--- src/sv/fcq_pkg.sv ---
// Shared types, constants and codes for the two-class oldest-first queue.
package fcq_pkg;

  localparam int QUEUE_DEPTH = 16;
  localparam int TAG_BITS    = 16;
  localparam int SEQ_BITS    = 6;
  localparam int PTR_BITS    = $clog2(QUEUE_DEPTH);
  localparam int CNT_BITS    = $clog2(QUEUE_DEPTH + 1);
  localparam int FIELD_TAG_BITS = 16;

  localparam logic [1:0] OP_ENQ       = 2'd0;
  localparam logic [1:0] OP_DEQ_CLASS = 2'd1;
  localparam logic [1:0] OP_DEQ_ANY   = 2'd2;
  localparam logic [1:0] OP_NOP       = 2'd3;

  localparam logic [1:0] ST_OK    = 2'd0;
  localparam logic [1:0] ST_EMPTY = 2'd1;
  localparam logic [1:0] ST_FULL  = 2'd2;

  typedef logic [TAG_BITS-1:0] tag_t;
  typedef logic [SEQ_BITS-1:0] seq_t;
  typedef logic [PTR_BITS-1:0] ptr_t;
  typedef logic [CNT_BITS-1:0] cnt_t;

  typedef struct packed {
    tag_t tag;
    seq_t seq;
  } entry_t;

  localparam int ENTRY_BITS = $bits(entry_t);

  typedef struct packed {
    logic [1:0]                opcode;
    logic                      item_class;
    logic [FIELD_TAG_BITS-1:0] payload_tag;
  } in_beat_t;

  typedef struct packed {
    logic [1:0]                status;
    logic                      out_valid_item;
    logic                      out_class;
    logic [FIELD_TAG_BITS-1:0] out_tag;
  } out_beat_t;

  typedef struct packed {
    logic   en;
    ptr_t   addr;
    entry_t data;
  } ram_wr_t;

endpackage

--- src/sv/fcq_ram.sv ---
// Generic single-write, single-read synchronous RAM, registered read data.
module fcq_ram #(
  parameter int DEPTH = 16,
  parameter int WIDTH = 22
) (
  input  logic                     clk,
  input  logic                     we,
  input  logic [$clog2(DEPTH)-1:0] waddr,
  input  logic [WIDTH-1:0]         wdata,
  input  logic [$clog2(DEPTH)-1:0] raddr,
  output logic [WIDTH-1:0]         rdata
);

  logic [WIDTH-1:0] mem [DEPTH];

  always_ff @(posedge clk) begin
    if (we) begin
      mem[waddr] <= wdata;
    end
    rdata <= mem[raddr];
  end

endmodule

--- src/sv/fcq_ctrl.sv ---
// Queue pointers, arrival counter, age arbitration and result register.
module fcq_ctrl (
  input  logic                clk,
  input  logic                rst,
  input  logic                start,
  output logic                busy,
  input  fcq_pkg::in_beat_t   req,
  output logic                done,
  output fcq_pkg::out_beat_t  rsp,
  output fcq_pkg::ptr_t       rd_addr0,
  output fcq_pkg::ptr_t       rd_addr1,
  input  fcq_pkg::entry_t     rd_data0,
  input  fcq_pkg::entry_t     rd_data1,
  output fcq_pkg::ram_wr_t    wr0,
  output fcq_pkg::ram_wr_t    wr1
);

  fcq_pkg::in_beat_t cur;
  fcq_pkg::ptr_t     head0, tail0, head1, tail1;
  fcq_pkg::cnt_t     cnt0, cnt1;
  fcq_pkg::seq_t     arrival;

  logic              push_go, push_cls, pop_go, pop_cls;
  logic [1:0]        status;
  fcq_pkg::seq_t     age_diff;
  fcq_pkg::entry_t   pop_entry;
  fcq_pkg::entry_t   push_entry;
  fcq_pkg::cnt_t     push_cnt;
  fcq_pkg::cnt_t     pop_cnt;
  fcq_pkg::out_beat_t rsp_next;

  function automatic fcq_pkg::ptr_t ptr_inc(fcq_pkg::ptr_t p);
    if (p == fcq_pkg::PTR_BITS'(fcq_pkg::QUEUE_DEPTH - 1)) begin
      return '0;
    end
    return p + fcq_pkg::PTR_BITS'(1);
  endfunction

  assign rd_addr0 = head0;
  assign rd_addr1 = head1;

  always_comb begin
    push_go  = 1'b0;
    push_cls = cur.item_class;
    pop_go   = 1'b0;
    pop_cls  = cur.item_class;
    status   = fcq_pkg::ST_OK;
    age_diff = rd_data0.seq - rd_data1.seq;
    push_cnt = push_cls ? cnt1 : cnt0;
    pop_cnt  = '0;
    unique case (cur.opcode)
      fcq_pkg::OP_ENQ: begin
        if (push_cnt == fcq_pkg::CNT_BITS'(fcq_pkg::QUEUE_DEPTH)) begin
          status = fcq_pkg::ST_FULL;
        end else begin
          push_go = 1'b1;
        end
      end
      fcq_pkg::OP_DEQ_CLASS: begin
        pop_cnt = pop_cls ? cnt1 : cnt0;
        if (pop_cnt == '0) begin
          status = fcq_pkg::ST_EMPTY;
        end else begin
          pop_go = 1'b1;
        end
      end
      fcq_pkg::OP_DEQ_ANY: begin
        if (cnt0 == '0 && cnt1 == '0) begin
          status = fcq_pkg::ST_EMPTY;
        end else begin
          pop_go = 1'b1;
          if (cnt0 == '0) begin
            pop_cls = 1'b1;
          end else if (cnt1 == '0) begin
            pop_cls = 1'b0;
          end else begin
            // second head is older when the difference lies in the lower half, nonzero
            pop_cls = (age_diff != '0) && !age_diff[fcq_pkg::SEQ_BITS-1];
          end
        end
      end
      default: begin
      end
    endcase

    pop_entry       = pop_cls ? rd_data1 : rd_data0;
    push_entry.tag  = fcq_pkg::TAG_BITS'(cur.payload_tag);
    push_entry.seq  = arrival;

    rsp_next.status         = status;
    rsp_next.out_valid_item = pop_go;
    rsp_next.out_class      = pop_go ? pop_cls : 1'b0;
    rsp_next.out_tag        = pop_go ? fcq_pkg::FIELD_TAG_BITS'(pop_entry.tag) : '0;

    wr0.en   = busy && push_go && !push_cls;
    wr0.addr = tail0;
    wr0.data = push_entry;
    wr1.en   = busy && push_go && push_cls;
    wr1.addr = tail1;
    wr1.data = push_entry;
  end

  always_ff @(posedge clk) begin
    if (start && !busy) begin
      cur <= req;
    end
    if (busy) begin
      rsp <= rsp_next;
    end
  end

  always_ff @(posedge clk) begin
    if (rst) begin
      busy    <= 1'b0;
      done    <= 1'b0;
      head0   <= '0;
      tail0   <= '0;
      cnt0    <= '0;
      head1   <= '0;
      tail1   <= '0;
      cnt1    <= '0;
      arrival <= '0;
    end else begin
      done <= busy;
      if (busy) begin
        busy <= 1'b0;
        if (push_go) begin
          arrival <= arrival + fcq_pkg::SEQ_BITS'(1);
          if (push_cls) begin
            tail1 <= ptr_inc(tail1);
            cnt1  <= cnt1 + fcq_pkg::CNT_BITS'(1);
          end else begin
            tail0 <= ptr_inc(tail0);
            cnt0  <= cnt0 + fcq_pkg::CNT_BITS'(1);
          end
        end
        if (pop_go) begin
          if (pop_cls) begin
            head1 <= ptr_inc(head1);
            cnt1  <= cnt1 - fcq_pkg::CNT_BITS'(1);
          end else begin
            head0 <= ptr_inc(head0);
            cnt0  <= cnt0 - fcq_pkg::CNT_BITS'(1);
          end
        end
      end else if (start) begin
        busy <= 1'b1;
      end
    end
  end

endmodule

--- src/sv/two_class_fifo_oldest_first_unit.sv ---
// Top level of the two-class queue with oldest-first dequeue.
// A beat is taken while idle, handled while busy, and its result is registered into rsp with the done strobe.
// A new beat is not taken until the last one is done (busy is low); the head entries are read from the class RAMs
// in the accept cycle and the pointers update in the following cycle.
// Reset: synchronous rst clears pointers, counts, arrival counter and busy; RAM contents
// are left as they are. The receiver cannot stall: done flags each result for one cycle.
module two_class_fifo_oldest_first_unit (
  input  logic               clk,
  input  logic               rst,
  input  logic               start,
  output logic               busy,
  input  fcq_pkg::in_beat_t  req,
  output logic               done,
  output fcq_pkg::out_beat_t rsp
);

  fcq_pkg::ptr_t    rd_addr0, rd_addr1;
  fcq_pkg::entry_t  rd_data0, rd_data1;
  fcq_pkg::ram_wr_t wr0, wr1;

  fcq_ctrl u_ctrl (
    .clk      (clk),
    .rst      (rst),
    .start    (start),
    .busy     (busy),
    .req      (req),
    .done     (done),
    .rsp      (rsp),
    .rd_addr0 (rd_addr0),
    .rd_addr1 (rd_addr1),
    .rd_data0 (rd_data0),
    .rd_data1 (rd_data1),
    .wr0      (wr0),
    .wr1      (wr1)
  );

  fcq_ram #(
    .DEPTH (fcq_pkg::QUEUE_DEPTH),
    .WIDTH (fcq_pkg::ENTRY_BITS)
  ) u_ram0 (
    .clk   (clk),
    .we    (wr0.en),
    .waddr (wr0.addr),
    .wdata (wr0.data),
    .raddr (rd_addr0),
    .rdata (rd_data0)
  );

  fcq_ram #(
    .DEPTH (fcq_pkg::QUEUE_DEPTH),
    .WIDTH (fcq_pkg::ENTRY_BITS)
  ) u_ram1 (
    .clk   (clk),
    .we    (wr1.en),
    .waddr (wr1.addr),
    .wdata (wr1.data),
    .raddr (rd_addr1),
    .rdata (rd_data1)
  );

endmodule
--- config.mk ---
export PLATFORM = sky130hd
export DESIGN_NAME = two_class_fifo_oldest_first_unit
export DESIGN_NICKNAME = d
export VERILOG_FILES = /design/src/sv/fcq_pkg.sv /design/src/sv/fcq_ram.sv /design/src/sv/fcq_ctrl.sv /design/src/sv/two_class_fifo_oldest_first_unit.sv
export SDC_FILE = /design/constraint.sdc
export NUM_CORES = 1
export LEC_CHECK = 0
export ABC_CLOCK_PERIOD_IN_PS = 7600
export BUFFER_PORTS_ARGS = -buffer_cell sky130_fd_sc_hd__buf_4
export CORE_MARGIN = 2
export CORE_UTILIZATION = 45
export CTS_BUF_LIST = sky130_fd_sc_hd__clkbuf_8
export DETAILED_ROUTE_END_ITERATION = 16
export PLACE_DENSITY_LB_ADDON = 0.2
export SYNTH_ARGS = -nofsm -noshare
export SYNTH_HDL_FRONTEND = slang
export SYNTH_SLANG_ARGS = --single-unit
--- constraint.sdc ---
create_clock -name clk -period 7.6 [get_ports clk]
set_input_delay 1.14 -clock clk [delete_from_list [all_inputs] [get_ports clk]]
set_output_delay 1.14 -clock clk [all_outputs]
set_load 0.005 [all_outputs]
==> reports/results.ini <==
[run_status]
status=completed

[routing]
wl_met1_um=31320
wire_per_inst_um=27.08
drc=0
via_per_inst=5.716
vias=14850
wl_met2_um=33140
first_pass_iters=5
route.met3.wl_um=4440
first_iter_violations=1609
top_layer_used=met4
drt-total-wl_um=70360
drt.antenna.violating_nets=0

[yosys]
syn_area_mm2=0.03108
netlist_top_cells_area=edfxtp_1 (72%), mux4_2 (16%), dfxtp_1 (5.0%)
syn_area_per_cell_um2=21.58
synthesis.nets=1487
async_flop_share_pct=0
synth.distinct_cells=54
synth_largest_type_area_fraction_pct=71.79
yosys_warnings=0
synth-edff-count=743
postSynthCellCount=1440
yosysTopAreaCell=edfxtp_1
ys_seq_area_share_pct=76.81
ys_ff_latch=821
ys.flop_type=edfxtp_1

[clock_network]
cts_tree=yes
cts.sinks=821
clkTransAtPathRegs_ps=60
root_buffer=clkbuf_8
cts_setup_buffers=0
htree_levels=4
cts_made_buffers=137
cts_buffer_depth=3
cts_resized=0
cts_hold_buf=0
clkLatencyLatePin_ps=780

[power_and_ir_drop]
ir_worst_vdd_uv=143.4
power_leakage_uw=0.01140
power_density_mw_per_mm2=250.3

[sta]
max_freq_mhz=298.1
worst_pin_slew_ps=1281
relSlewSlack_pct=14.47
setup_tns_ps=0
setup_viol=0
period_share_pct=44.13
rsz0062_at_grt=no
hold_violations=0
timing.final.crit_period_ps=3354
drv_slew=0
whs_ps=522.7
fin_skew_ps=40.33

[worst_setup_path]
critPathRequiredTime_ps=8040
criticalPathCategory=flop to flop
startpoint_type=flop
r2r_slack_ps=4250
cp_max_fo=22
r2r-end=u_ram0.mem[13][3]
cp-startpoint=u_ctrl.busy
r2r-start=u_ctrl.busy
reg2reg_depth=8
end_kind=flop
arrival_ps=3790

[die]
die_h_um=266.8
row_count=96
dieArea_mm2=0.07118
ioPinCount=44
core_mm2=0.06847
die_x_um=266.8
start_util_pct=45.39

[hold_path]
worstHoldPathType=flop to flop
holdPathStages=2
hold_end=u_ctrl.rd_addr1[3]
hold_start=u_ctrl.rd_addr1[2]

[place]
dpl.hpwl_um=36760
routabilityCongestion=0.7700
port_buffers=43
post_dp_cell_area_mm2=0.03274

[cells_and_area]
nFillCells=5380
finalInstanceArea_mm2=0.03545
final_util_pct=51.77
layout.nets=1650
drive_above_1_share_pct=31.72
multiInputGateArea_mm2=0.006973
regArea_mm2=0.02389
synthToLayoutAreaGrowth_pct=14.05

[global_route]
gr-total-overflow=0
antenna_found_initial=1
grt_pass1_vias=15330
grt_use_total_pct=20.38
grt_pass1_wl_um=102800
grt_max_degree=66

[run]
cap_viol_max_count=0

[cell families (layout without fill, tap and decap cells)]
kind of cell | Yosys count | count (layout) | synth area share (%)
AOI/OAI and AO/OA | 67 | 67 | 1.413
xor gates and xnor gates | 16 | 16 | 0.4509
adders and majority gates | 25 | 25 | 1.031
buffers and inverters | 90 | 365 | 1.087
DFF | 821 | 821 | 76.81
muxes | 230 | 230 | 16.26
other | 0 | 1 | 0
and+or+nand+nor | 191 | 191 | 2.939
[how the worst max path moves through the flow]
stage / slack [ps] / cells after the start / end
2_1_floorplan: 3780 / 5 / u_ram0.mem[3][0]
3_3_place_gp: 4350 / 3 / u_ram0.rdata[0]
3_5_place_dp: 4310 / 3 / u_ram0.rdata[0]
4_1_cts: 4270 / 8 / u_ram0.mem[13][3]
5_1_grt: 4000 / 8 / u_ram0.mem[13][3]
6_report: 4250 / 8 / u_ram0.mem[13][3]
[layout make-up]
| cell class | count | share of cell area [%] |
|---|---|---|
| well taps | 882 | 3.113 |
| clock buffers | 154 | 5.980 |
| multi-input cells | 529 | 19.67 |
| inverters | 23 | 0.2436 |
| clock inverters | 97 | 1.663 |
| repair buffers | 91 | 1.927 |
| diodes | 1 | 0.007060 |
| flip-flops and latches | 821 | 67.40 |
[where the power goes]
group / leakage, uW / switching, uW / internal (uW)
Sequential: 0.00740 / 58.3 / 4930
Clock: 0.00158 / 1750 / 2040
Combinational: 0.00242 / 55.9 / 43.8
[layout by cell type, fill, tap and decap left out, drive strengths merged, types with 8 or more instances in the layout]
master and instances:
nand2b 8, nand3 27, nor2 59, ha 24
a21oi 18, xor2 8, o21ai 26, dfxtp 78
mux4 220, clkinv 29, nand2 50, edfxtp 743
nor3 15, xnor2 8, inv 81, mux2i 10
clkbuf 154, buf 91
[Yosys cell counts (all sizes together), types with 2 or more instances]
library cell  instances
nand2                50
nand4                 6
a21boi                2
o41ai                 2
nor4                  2
dfxtp                78
a21oi                18
o311ai                2
nor2b                 2
o21ai                26
mux4                220
o21a                  2
nand2b                8
xor2                  8
or4                   3
clkbuf               43
buf                  24
or3                   2
nand3                27
a31oi                 5
nor3b                 5
mux2i                10
and2                  2
and3                  3
ha                   24
nor4b                 3
nor2                 59
or4b                  2
xnor2                 8
inv                  22
edfxtp              743
nor3                 15
[metal layers]
layer	vias to the layer above	GRT usage, %
met2	525	30.74
met1	7922	29.47
met5	-	0
met3	97	4.733
li1	6306	-
met4	0	6.833
[metrics by stage]
| stage | cells | setup WS [ps] | total power [uW] |
|---|---|---|---|
| after floorplan | 1440 | 3782 | 5112 |
| after global placement | 2346 | 4350 | 5174 |
| after detailed placement | 2346 | 4308 | 5180 |
| after CTS | 2597 | 4269 | 8967 |
| after global routing | 2598 | 4004 | 9182 |
| final | 2598 | 4246 | 8872 |
[critical path: stages, from the launching register on]
cell	delay, ps
dfxtp_2	770
buf_4	390
nand2_1	80
nor2_1	170
a21boi_1	200
buf_4	210
nand2_1	160
nor2_2	630
buf_4	410
[state kept, by name (all words and copies together), names as in the netlist, 2 cells and up]
register	cells
u_ram0.mem	352
u_ctrl.cur	2
u_ctrl.cnt0	5
u_ctrl.rsp	20
u_ctrl.arrival	6
u_ram1.mem	352
u_ctrl.rd_addr1	4
u_ctrl.cnt1	5
u_ctrl.tail1	4
u_ram1.rdata	22
u_ram0.rdata	22
u_ctrl.tail0	4
u_ctrl.rd_addr0	4
u_ctrl.wr0	16
(Power assumes the default switching activity.)
